**src/cdas_pkg.sv**
```systemverilog
// cdas_pkg: shared types and constants for the Gregorian date add/subtract core.
// Used by cdas_ctrl, cdas_dp and calendar_date_add_subtract_days_core.
// No dependencies.
package cdas_pkg;

    typedef enum logic [1:0] {
        CMD_LOAD = 2'd0,
        CMD_ADD  = 2'd1,
        CMD_SUB  = 2'd2,
        CMD_NONE = 2'd3
    } t_cmd;

    typedef enum logic [2:0] {
        S_IDLE,
        S_LOAD_Q,
        S_LOAD_SET,
        S_WALK,
        S_DONE
    } t_state;

    // controller to datapath
    typedef struct packed {
        logic capture;   // item accepted: latch fields, form day offset
        logic load_q;    // register year/25 quotient
        logic load_set;  // write repaired load date
        logic step;      // walk one month
        logic finish;    // write walked day back
    } t_dp_cmd;

    // datapath to controller
    typedef struct packed {
        logic stop;      // no further month step needed
    } t_dp_sts;

    localparam logic [15:0] YEAR_TOP      = 16'hFFFF;
    localparam logic [3:0]  MONTH_DEC     = 4'd12;
    localparam logic [3:0]  MONTH_JAN     = 4'd1;
    localparam logic [3:0]  MONTH_FEB     = 4'd2;
    localparam logic [4:0]  FEB_LEAP_LEN  = 5'd29;
    localparam logic [4:0]  DEC_LEN       = 5'd31;
    localparam logic [4:0]  MOD25_LAST    = 5'd24;
    localparam int          YEAR_TOP_INT  = 65535;
    // floor(y/25) = (y * RECIP25) >> RECIP25_SHIFT, exact for 16-bit y
    localparam int          RECIP25_SHIFT = 21;
    localparam logic [16:0] RECIP25       = 17'd83887;

    // month lengths, index 0 is the zero date
    function automatic logic [4:0] month_len(input logic [3:0] m);
        logic [4:0] len;
        case (m) inside
            4'd1, 4'd3, 4'd5, 4'd7, 4'd8, 4'd10, 4'd12: len = 5'd31;
            4'd4, 4'd6, 4'd9, 4'd11:                    len = 5'd30;
            4'd2:                                       len = 5'd28;
            default:                                    len = 5'd0;
        endcase
        return len;
    endfunction

endpackage

```
**src/calendar_date_add_subtract_days_core.sv**
```systemverilog
// Gregorian date register with signed day add/subtract, one month walked per cycle.
// Load steps through the quotient and repaired-date write states before o_done; cmd 3
// goes straight to o_done; add/subtract walks months until the day fits or the date
// clamps, then writes the day back and strobes o_done. Next item may start the cycle after o_done.
// Synchronous active-low reset gives date 0-01-01; o_done is a one-cycle strobe.
// Depends on cdas_pkg, cdas_ctrl, cdas_dp.
module calendar_date_add_subtract_days_core (
    input  logic        i_clk,
    input  logic        i_rst_n,
    input  logic        start,
    output logic        busy,
    input  logic [1:0]  i_cmd,
    input  logic [15:0] i_load_year,
    input  logic [3:0]  i_load_month,
    input  logic [4:0]  i_load_day,
    input  logic [15:0] i_delta_days,
    output logic        o_done,
    output logic [15:0] o_out_year,
    output logic [3:0]  o_out_month,
    output logic [4:0]  o_out_day,
    output logic        o_clamped
);

    cdas_pkg::t_dp_cmd dp_cmd;
    cdas_pkg::t_dp_sts dp_sts;

    cdas_ctrl u_ctrl (
        .i_clk    (i_clk),
        .i_rst_n  (i_rst_n),
        .i_start  (start),
        .i_cmd    (i_cmd),
        .i_sts    (dp_sts),
        .o_dp_cmd (dp_cmd),
        .o_busy   (busy),
        .o_done   (o_done)
    );

    cdas_dp u_dp (
        .i_clk        (i_clk),
        .i_rst_n      (i_rst_n),
        .i_dp_cmd     (dp_cmd),
        .i_cmd        (i_cmd),
        .i_load_year  (i_load_year),
        .i_load_month (i_load_month),
        .i_load_day   (i_load_day),
        .i_delta_days (i_delta_days),
        .o_sts        (dp_sts),
        .o_year       (o_out_year),
        .o_month      (o_out_month),
        .o_day        (o_out_day),
        .o_clamped    (o_clamped)
    );

endmodule

```
**src/cdas_ctrl.sv**
```systemverilog
// cdas_ctrl: sequencing FSM for load, month walk and result strobe.
// Depends on cdas_pkg (state enum, command/status structs).
module cdas_ctrl (
    input  logic             i_clk,
    input  logic             i_rst_n,
    input  logic             i_start,
    input  logic [1:0]       i_cmd,
    input  cdas_pkg::t_dp_sts i_sts,
    output cdas_pkg::t_dp_cmd o_dp_cmd,
    output logic             o_busy,
    output logic             o_done
);

    cdas_pkg::t_state r_state;
    cdas_pkg::t_state n_state;
    logic             accept;

    assign accept = i_start && (r_state == cdas_pkg::S_IDLE);

    always_ff @(posedge i_clk) begin
        if (!i_rst_n) begin
            r_state <= cdas_pkg::S_IDLE;
        end else begin
            r_state <= n_state;
        end
    end

    always_comb begin
        n_state = r_state;
        unique case (r_state)
            cdas_pkg::S_IDLE: begin
                if (i_start) begin
                    unique case (cdas_pkg::t_cmd'(i_cmd)) inside
                        cdas_pkg::CMD_LOAD:                  n_state = cdas_pkg::S_LOAD_Q;
                        cdas_pkg::CMD_ADD, cdas_pkg::CMD_SUB: n_state = cdas_pkg::S_WALK;
                        default:                             n_state = cdas_pkg::S_DONE;
                    endcase
                end
            end
            cdas_pkg::S_LOAD_Q:   n_state = cdas_pkg::S_LOAD_SET;
            cdas_pkg::S_LOAD_SET: n_state = cdas_pkg::S_DONE;
            cdas_pkg::S_WALK: begin
                if (i_sts.stop) begin
                    n_state = cdas_pkg::S_DONE;
                end
            end
            cdas_pkg::S_DONE:     n_state = cdas_pkg::S_IDLE;
            default:              n_state = cdas_pkg::S_IDLE;
        endcase
    end

    always_comb begin
        o_dp_cmd          = '0;
        o_dp_cmd.capture  = accept;
        o_dp_cmd.load_q   = (r_state == cdas_pkg::S_LOAD_Q);
        o_dp_cmd.load_set = (r_state == cdas_pkg::S_LOAD_SET);
        o_dp_cmd.step     = (r_state == cdas_pkg::S_WALK) && !i_sts.stop;
        o_dp_cmd.finish   = (r_state == cdas_pkg::S_WALK) && i_sts.stop;
        o_busy            = (r_state != cdas_pkg::S_IDLE);
        o_done            = (r_state == cdas_pkg::S_DONE);
    end

    // one strobe per item, then ready again
    a_done_then_idle: assert property (@(posedge i_clk) disable iff (!i_rst_n)
        o_done |=> !o_busy)
        else $error("strobe not followed by idle");

    a_walk_ends_in_done: assert property (@(posedge i_clk) disable iff (!i_rst_n)
        o_dp_cmd.finish |=> o_done)
        else $error("walk finish without result strobe");

    a_one_cmd: assert property (@(posedge i_clk) disable iff (!i_rst_n)
        $onehot0({o_dp_cmd.capture, o_dp_cmd.load_q, o_dp_cmd.load_set,
                  o_dp_cmd.step, o_dp_cmd.finish}))
        else $error("overlapping datapath commands");

endmodule

```
**src/cdas_dp.sv**
```systemverilog
// cdas_dp: date registers, year mod 25 tracker, load repair and one-month walk step.
// Depends on cdas_pkg (structs, month table, constants).
module cdas_dp (
    input  logic              i_clk,
    input  logic              i_rst_n,
    input  cdas_pkg::t_dp_cmd i_dp_cmd,
    input  logic [1:0]        i_cmd,
    input  logic [15:0]       i_load_year,
    input  logic [3:0]        i_load_month,
    input  logic [4:0]        i_load_day,
    input  logic [15:0]       i_delta_days,
    output cdas_pkg::t_dp_sts o_sts,
    output logic [15:0]       o_year,
    output logic [3:0]        o_month,
    output logic [4:0]        o_day,
    output logic              o_clamped
);

    // committed date; r_mod25 is year mod 25 for the leap test
    logic [15:0]        r_year;
    logic [3:0]         r_month;
    logic [4:0]         r_day;
    logic [4:0]         r_mod25;
    logic               r_flag;
    // walk working set
    logic signed [16:0] r_t;
    logic               r_fwd;
    // load working set
    logic [15:0]        r_ld_year;
    logic [3:0]         r_ld_month;
    logic [4:0]         r_ld_day;
    logic [11:0]        r_q;

    logic [15:0]        n_year;
    logic [3:0]         n_month;
    logic [4:0]         n_day;
    logic [4:0]         n_mod25;
    logic               n_flag;
    logic signed [16:0] n_t;

    logic signed [16:0] delta17;
    logic signed [16:0] offs17;
    logic [32:0]        prod;
    logic [15:0]        q_x25;
    logic [15:0]        rem16;
    logic [4:0]         ld_mod25;
    logic               ld_leap;
    logic [3:0]         ld_m;
    logic [4:0]         ld_len;
    logic [4:0]         ld_d;
    logic               cur_leap;
    logic [4:0]         cur_len;
    logic [3:0]         prev_m;
    logic [4:0]         prev_len;
    logic signed [16:0] cur_len17;

    function automatic logic is_leap(input logic [15:0] y, input logic [4:0] m25);
        // div by 100 <=> div by 4 and 25; div by 400 <=> div by 16 and 25
        return (y[1:0] == 2'b00) && ((m25 != 5'd0) || (y[3:0] == 4'b0000));
    endfunction

    function automatic logic [4:0] days_in(input logic [3:0] m, input logic leap);
        if (m == cdas_pkg::MONTH_FEB && leap) begin
            return cdas_pkg::FEB_LEAP_LEN;
        end
        return cdas_pkg::month_len(m);
    endfunction

    // day offset for the walk
    assign delta17 = {i_delta_days[15], i_delta_days};
    assign offs17  = (cdas_pkg::t_cmd'(i_cmd) == cdas_pkg::CMD_SUB) ? -delta17 : delta17;

    // load path: year mod 25 via reciprocal multiply
    assign prod     = 33'(r_ld_year) * 33'(cdas_pkg::RECIP25);
    assign q_x25    = ({4'b0, r_q} << 4) + ({4'b0, r_q} << 3) + {4'b0, r_q};
    assign rem16    = r_ld_year - q_x25;
    assign ld_mod25 = rem16[4:0];
    assign ld_leap  = is_leap(r_ld_year, ld_mod25);
    assign ld_m     = (r_ld_month == 4'd0) ? cdas_pkg::MONTH_JAN :
                      (r_ld_month > cdas_pkg::MONTH_DEC) ? cdas_pkg::MONTH_DEC : r_ld_month;
    assign ld_len   = days_in(ld_m, ld_leap);
    assign ld_d     = (r_ld_day == 5'd0) ? 5'd1 : (r_ld_day > ld_len) ? ld_len : r_ld_day;

    // walk path
    assign cur_leap  = is_leap(r_year, r_mod25);
    assign cur_len   = days_in(r_month, cur_leap);
    assign cur_len17 = signed'({12'b0, cur_len});
    assign prev_m    = r_month - 4'd1;
    assign prev_len  = days_in(prev_m, cur_leap);

    assign o_sts.stop = r_flag || (r_fwd ? (r_t <= cur_len17) : (r_t > 17'sd0));

    always_comb begin
        n_year  = r_year;
        n_month = r_month;
        n_day   = r_day;
        n_mod25 = r_mod25;
        n_flag  = r_flag;
        n_t     = r_t;
        if (i_dp_cmd.capture) begin
            n_flag = 1'b0;
            n_t    = signed'({12'b0, r_day}) + offs17;
        end
        if (i_dp_cmd.load_set) begin
            n_year  = r_ld_year;
            n_month = ld_m;
            n_day   = ld_d;
            n_mod25 = ld_mod25;
        end
        if (i_dp_cmd.step) begin
            if (r_fwd) begin
                n_t = r_t - cur_len17;
                if (r_month == cdas_pkg::MONTH_DEC) begin
                    if (r_year == cdas_pkg::YEAR_TOP) begin
                        // saturate at the last representable day
                        n_month = cdas_pkg::MONTH_DEC;
                        n_t     = signed'({12'b0, cdas_pkg::DEC_LEN});
                        n_flag  = 1'b1;
                    end else begin
                        n_year  = r_year + 16'd1;
                        n_month = cdas_pkg::MONTH_JAN;
                        n_mod25 = (r_mod25 == cdas_pkg::MOD25_LAST) ? 5'd0 : r_mod25 + 5'd1;
                    end
                end else begin
                    n_month = r_month + 4'd1;
                end
            end else begin
                if (r_month <= cdas_pkg::MONTH_JAN) begin
                    if (r_year == 16'd0) begin
                        // underflow clears to the zero date
                        n_month = 4'd0;
                        n_t     = 17'sd0;
                        n_mod25 = 5'd0;
                        n_flag  = 1'b1;
                    end else begin
                        n_year  = r_year - 16'd1;
                        n_month = cdas_pkg::MONTH_DEC;
                        n_mod25 = (r_mod25 == 5'd0) ? cdas_pkg::MOD25_LAST : r_mod25 - 5'd1;
                        n_t     = r_t + signed'({12'b0, cdas_pkg::DEC_LEN});
                    end
                end else begin
                    n_month = prev_m;
                    n_t     = r_t + signed'({12'b0, prev_len});
                end
            end
        end
        if (i_dp_cmd.finish) begin
            n_day = r_t[4:0];
        end
    end

    always_ff @(posedge i_clk) begin
        if (!i_rst_n) begin
            r_year  <= '0;
            r_month <= cdas_pkg::MONTH_JAN;
            r_day   <= 5'd1;
            r_mod25 <= '0;
            r_flag  <= 1'b0;
        end else begin
            r_year  <= n_year;
            r_month <= n_month;
            r_day   <= n_day;
            r_mod25 <= n_mod25;
            r_flag  <= n_flag;
        end
    end

    always_ff @(posedge i_clk) begin
        r_t <= n_t;
        if (i_dp_cmd.capture) begin
            r_fwd      <= !offs17[16];
            r_ld_year  <= i_load_year;
            r_ld_month <= i_load_month;
            r_ld_day   <= i_load_day;
        end
        if (i_dp_cmd.load_q) begin
            r_q <= prod[cdas_pkg::RECIP25_SHIFT +: 12];
        end
    end

    assign o_year    = r_year;
    assign o_month   = r_month;
    assign o_day     = r_day;
    assign o_clamped = r_flag;

    a_mod25_range: assert property (@(posedge i_clk) disable iff (!i_rst_n)
        r_mod25 <= cdas_pkg::MOD25_LAST)
        else $error("year mod 25 tracker out of range");

    a_month_range: assert property (@(posedge i_clk) disable iff (!i_rst_n)
        r_month <= cdas_pkg::MONTH_DEC)
        else $error("month out of range");

    a_step_not_stopped: assert property (@(posedge i_clk) disable iff (!i_rst_n)
        i_dp_cmd.step |-> !o_sts.stop)
        else $error("month step issued after walk finished");

    a_fwd_positive: assert property (@(posedge i_clk) disable iff (!i_rst_n)
        (i_dp_cmd.step && r_fwd) |=> !r_t[16])
        else $error("forward walk drove day offset negative");

endmodule

```
**config.mk**
```make
export PLATFORM = sky130hd
export DESIGN_NAME = calendar_date_add_subtract_days_core
export DESIGN_NICKNAME = d
export VERILOG_FILES = /design/src/cdas_pkg.sv /design/src/calendar_date_add_subtract_days_core.sv /design/src/cdas_ctrl.sv /design/src/cdas_dp.sv
export SDC_FILE = /design/constraint.sdc
export NUM_CORES = 1
export LEC_CHECK = 0
export BUFFER_PORTS_ARGS = -buffer_cell sky130_fd_sc_hd__buf_2
export CORE_MARGIN = 5
export CORE_UTILIZATION = 57
export CTS_CLUSTER_SIZE = 20
export DETAILED_ROUTE_END_ITERATION = 10
export HOLD_SLACK_MARGIN = 0.1
export PLACE_DENSITY = 0.88
export SLEW_MARGIN = 20
export SYNTH_ARGS = -nofsm -noshare
export SYNTH_HDL_FRONTEND = slang
export SYNTH_HIERARCHICAL = 1
export SYNTH_SLANG_ARGS = --single-unit
```
**constraint.sdc**
```tcl
create_clock -name i_clk -period 5.6 [get_ports i_clk]
set_input_delay 1.68 -clock i_clk [delete_from_list [all_inputs] [get_ports i_clk]]
set_output_delay 1.68 -clock i_clk [all_outputs]
set_load 0.02 [all_outputs]
```
==> results.json <==
{
  "drive_gt1_share_pct": 15.16,
  "initial_utilization_pct": 57.48,
  "required_ns": 5.69,
  "setup_ws_ns": -0.03490,
  "setup_viol": 2,
  "pin_count": 74,
  "path_max_fanout": 4,
  "ys.flop_type": "edfxtp_1",
  "yosys.area_share.simple_pct": 14.21,
  "vias": 10350,
  "endpoint_kind": "flip-flop",
  "grt_busiest_layer": "met2",
  "final_util_pct": 63.79,
  "ys_seq_area_share_pct": 18.36,
  "leakagePower_nw": 5.848,
  "drt-total-wl_um": 32240,
  "ir_worst_vdd_uv": 804.2,
  "fin_crit_sh_pct": 100.6,
  "dieWidth_um": 152.4,
  "synth.avg_cell_area_um2": 8.815,
  "worst_slew_pin_slew_ns": 1.063,
  "grt_use_met2_pct": 40.75,
  "synth_area_leaders": "fa_1, ha_1, edfxtp_1",
  "grt_pass1_vias": 9756,
  "start_kind": "flip-flop",
  "use_met3_pct": 6.646,
  "gp_congestion": 1.014,
  "drv_slew": 0,
  "path_delay_family": "adder cells",
  "violations": "negative setup slack",
  "tns_ns": -0.05894,
  "synthAdderAreaFrac_pct": 32.74,
  "ys_seq_elements": 82,
  "cap_violations": 0,
  "cts_sinks": 82,
  "yosysWarnings": 6,
  "hpwlAfterDp_um": 24340,
  "drtAntennaViolNets": 0,
  "cts_buffer_depth": 2,
  "crit_type": "reg -> reg",
  "syn_area_um2": 11560,
  "max_slew_margin_pct": 28.62,
  "slowest_stage": "fa_2",
  "rsz0062_at_grt": "true",
  "post_drt_wl_per_cell_um": 19.25,
  "slowest_delay_ns": 0.61,
  "hp-class": "reg -> reg",
  "finalInstanceArea_um2": 12820,
  "grt_overflow": 0,
  "worstPathCellList": "buf_4 > fa_2 > ha_2 > inv_1 > fa_1 > fa_1 > inv_1 > fa_1 > inv_1 > fa_1 > inv_1 > ha_1 > nand4_1 > a2111oi_2 > a221oi_1 > o21ai_1 > a31oi_2 > o21bai_2 > buf_4 > xor2_2",
  "cp_num_buf_inv": 6,
  "cts_made_buffers": 9,
  "dpl_cell_area_um2": 12300,
  "rows": 52,
  "via_per_inst": 6.180,
  "core-area_um2": 20100,
  "clockRootBuffer": "clkbuf_16",
  "async_flop_share_pct": 0,
  "yosysUniqueCellTypes": 87,
  "clk_pin_slew_ns": 0.06,
  "status": "finished, violations left",
  "fp.dieH_um": 152.4,
  "worst_clock_skew_ns": 0.009961,
  "crit_arrival_ns": 5.73,
  "yosysTopAreaCell": "fa_1",
  "port_buffers": 73,
  "synth.most_common_cell": "inv_1",
  "syn_inst": 1311,
  "antenna_cells": 0,
  "muxShareOfSynthArea_pct": 2.144,
  "period_needed_ns": 5.635,
  "antenna_found_initial": 0,
  "synth_top_family_by_area": "adder cells",
  "hold_viol_final": 0,
  "dieArea_um2": 23220,
  "ctsHoldBuffers": 0,
  "insertion_delay_ns": 0.35,
  "seq_area_um2": 2122,
  "grt_start_max_net_pins": 37,
  "drtIter0Drc": 1605,
  "netlist_top_cells_count": "inv_1, ha_1, fa_1",
  "track_usage_pct": 26.13,
  "fillers": 1451,
  "synth-compound-area-share_pct": 18.07,
  "fmax_mhz": 177.5,
  "powerDensity_nw_per_um2": 606.9,
  "synth_edf_count": 48,
  "tritoncts": "built",
  "synth_xor_area_share_pct": 4.970,
  "drtPass1Iterations": 7,
  "met1_usage_pct": 36.93,
  "area_growth_syn_to_layout_pct": 10.98,
  "nets": 1689,
  "h-tree-depth": 3,
  "multi_input_area_um2": 8451,
  "drc": 0,
  "synth_top_area_share_pct": 17.15,
  "grt_pass1_wl_um": 49860
}
[final timing paths]
path                                       end  cells after the start  slack [ns]               from
worst max-delay path               u_dp/r_q[3]                     20       -0.03  u_dp/r_ld_year[7]
worst min-delay path            u_dp/o_clamped                      2        0.54     u_dp/o_clamped
worst max register to register     u_dp/r_q[3]                     20       -0.03  u_dp/r_ld_year[7]
worst min register to register  u_dp/o_clamped                      2        0.54     u_dp/o_clamped
[area by class of cell]
class | count | area share (%)
clock buffer | 11 | 1.815
clock inverter | 5 | 0.4293
inverter | 214 | 6.263
multi-input combinational | 961 | 65.89
sequential | 82 | 16.55
tap | 270 | 2.634
timing repair buffer | 132 | 6.420
[worst reg2reg max path, stage by stage (launching register included)]
cell and delay [ns]:
edfxtp_1 0.46, buf_4 0.18, fa_2 0.61, ha_2 0.20, inv_1 0.09, fa_1 0.49
fa_1 0.49, inv_1 0.06, fa_1 0.52, inv_1 0.05, fa_1 0.55, inv_1 0.06
ha_1 0.30, nand4_1 0.13, a2111oi_2 0.05, a221oi_1 0.32, o21ai_1 0.18, a31oi_2 0.25
o21bai_2 0.12, buf_4 0.15, xor2_2 0.14
[kinds of logic (layout without fill, tap and decap cells)]
group | after synthesis | count (layout)
compound gates | 314 | 314
simple gates | 314 | 314
buf+inv | 270 | 362
fa+ha+maj | 243 | 243
flops | 82 | 82
xor+xnor | 64 | 64
mux | 23 | 23
other cells | 1 | 3
[through the flow]
stage | worst slack (ns) | power (mW) | hold slack [ns] | std cells
2_1_floorplan | 0.004687 | 5.141 | 0.5211 | 1313
3_3_place_gp | 0.009851 | 6.272 | 0.5119 | 1642
3_5_place_dp | -0.08794 | 6.526 | 0.5284 | 1642
4_1_cts | 0.004412 | 7.313 | 0.5368 | 1665
5_1_grt | -0.2958 | 8.632 | 0.5834 | 1675
6_report | -0.03490 | 7.784 | 0.5386 | 1675
[per-layer routing]
layer  vias to the layer above  wire (um)  part of all wire (%)
met1                      4936      13090                    41
li1                       4749          -                     -
met3                        78       3689                    11
met4                         0        811                   2.5
met2                       588      14650                    45
met5                         -          0                     0
[power breakdown]
group	internal [mW]	switching, mW	leakage (nW)
Clock	0.345	0.250	0.137
Combinational	2.79	3.39	4.98
Sequential	0.851	0.158	0.732
[registers in the layout, summed over array words and instances, names as in the netlist]
register,count
u_dp/r_t,17
u_dp/o_year,16
u_dp/r_ld_year,16
u_dp/o_day,5
u_dp/r_ld_day,5
u_dp/r_mod25,5
u_dp/r_q,5
u_dp/o_month,4
u_dp/r_ld_month,4
u_ctrl/r_state,3
u_dp/o_clamped,1
u_dp/r_fwd,1
[layout by cell type, fill, tap and decap left out, types with 7 or more instances in the layout]
cell type | Yosys | layout
o22ai_1 | 13 | 13
nor3b_1 | 9 | 8
or3_1 | 7 | 7
nand4_1 | 10 | 10
buf_4 | 4 | 55
nand3_1 | 22 | 22
o221ai_1 | 10 | 10
fa_1 | 99 | 93
nor3_1 | 30 | 30
dfxtp_1 | 34 | 34
a21o_1 | 11 | 11
mux2i_1 | 9 | 9
nor2b_1 | 8 | 8
nand2_1 | 79 | 79
ha_1 | 144 | 139
xnor2_1 | 36 | 36
inv_2 | 2 | 7
mux2_2 | 14 | 14
nand2b_1 | 11 | 11
a21oi_1 | 80 | 78
and3_1 | 16 | 16
a211oi_1 | 17 | 17
xor2_1 | 27 | 26
o211ai_1 | 9 | 9
buf_2 | 8 | 73
edfxtp_1 | 48 | 48
a32oi_1 | 7 | 7
clkbuf_16 | 0 | 9
nor2_1 | 82 | 82
o21ai_0 | 76 | 74
a31oi_1 | 13 | 12
a221oi_1 | 10 | 10
inv_1 | 212 | 207
[what timing repair did]
item	in CTS	in global routing
cloned	0	0
setup endpoints to repair	2	4
pin swaps	12	25
buffers inserted	7	10
gates resized for setup	5	19
(Power assumes the default switching activity.)
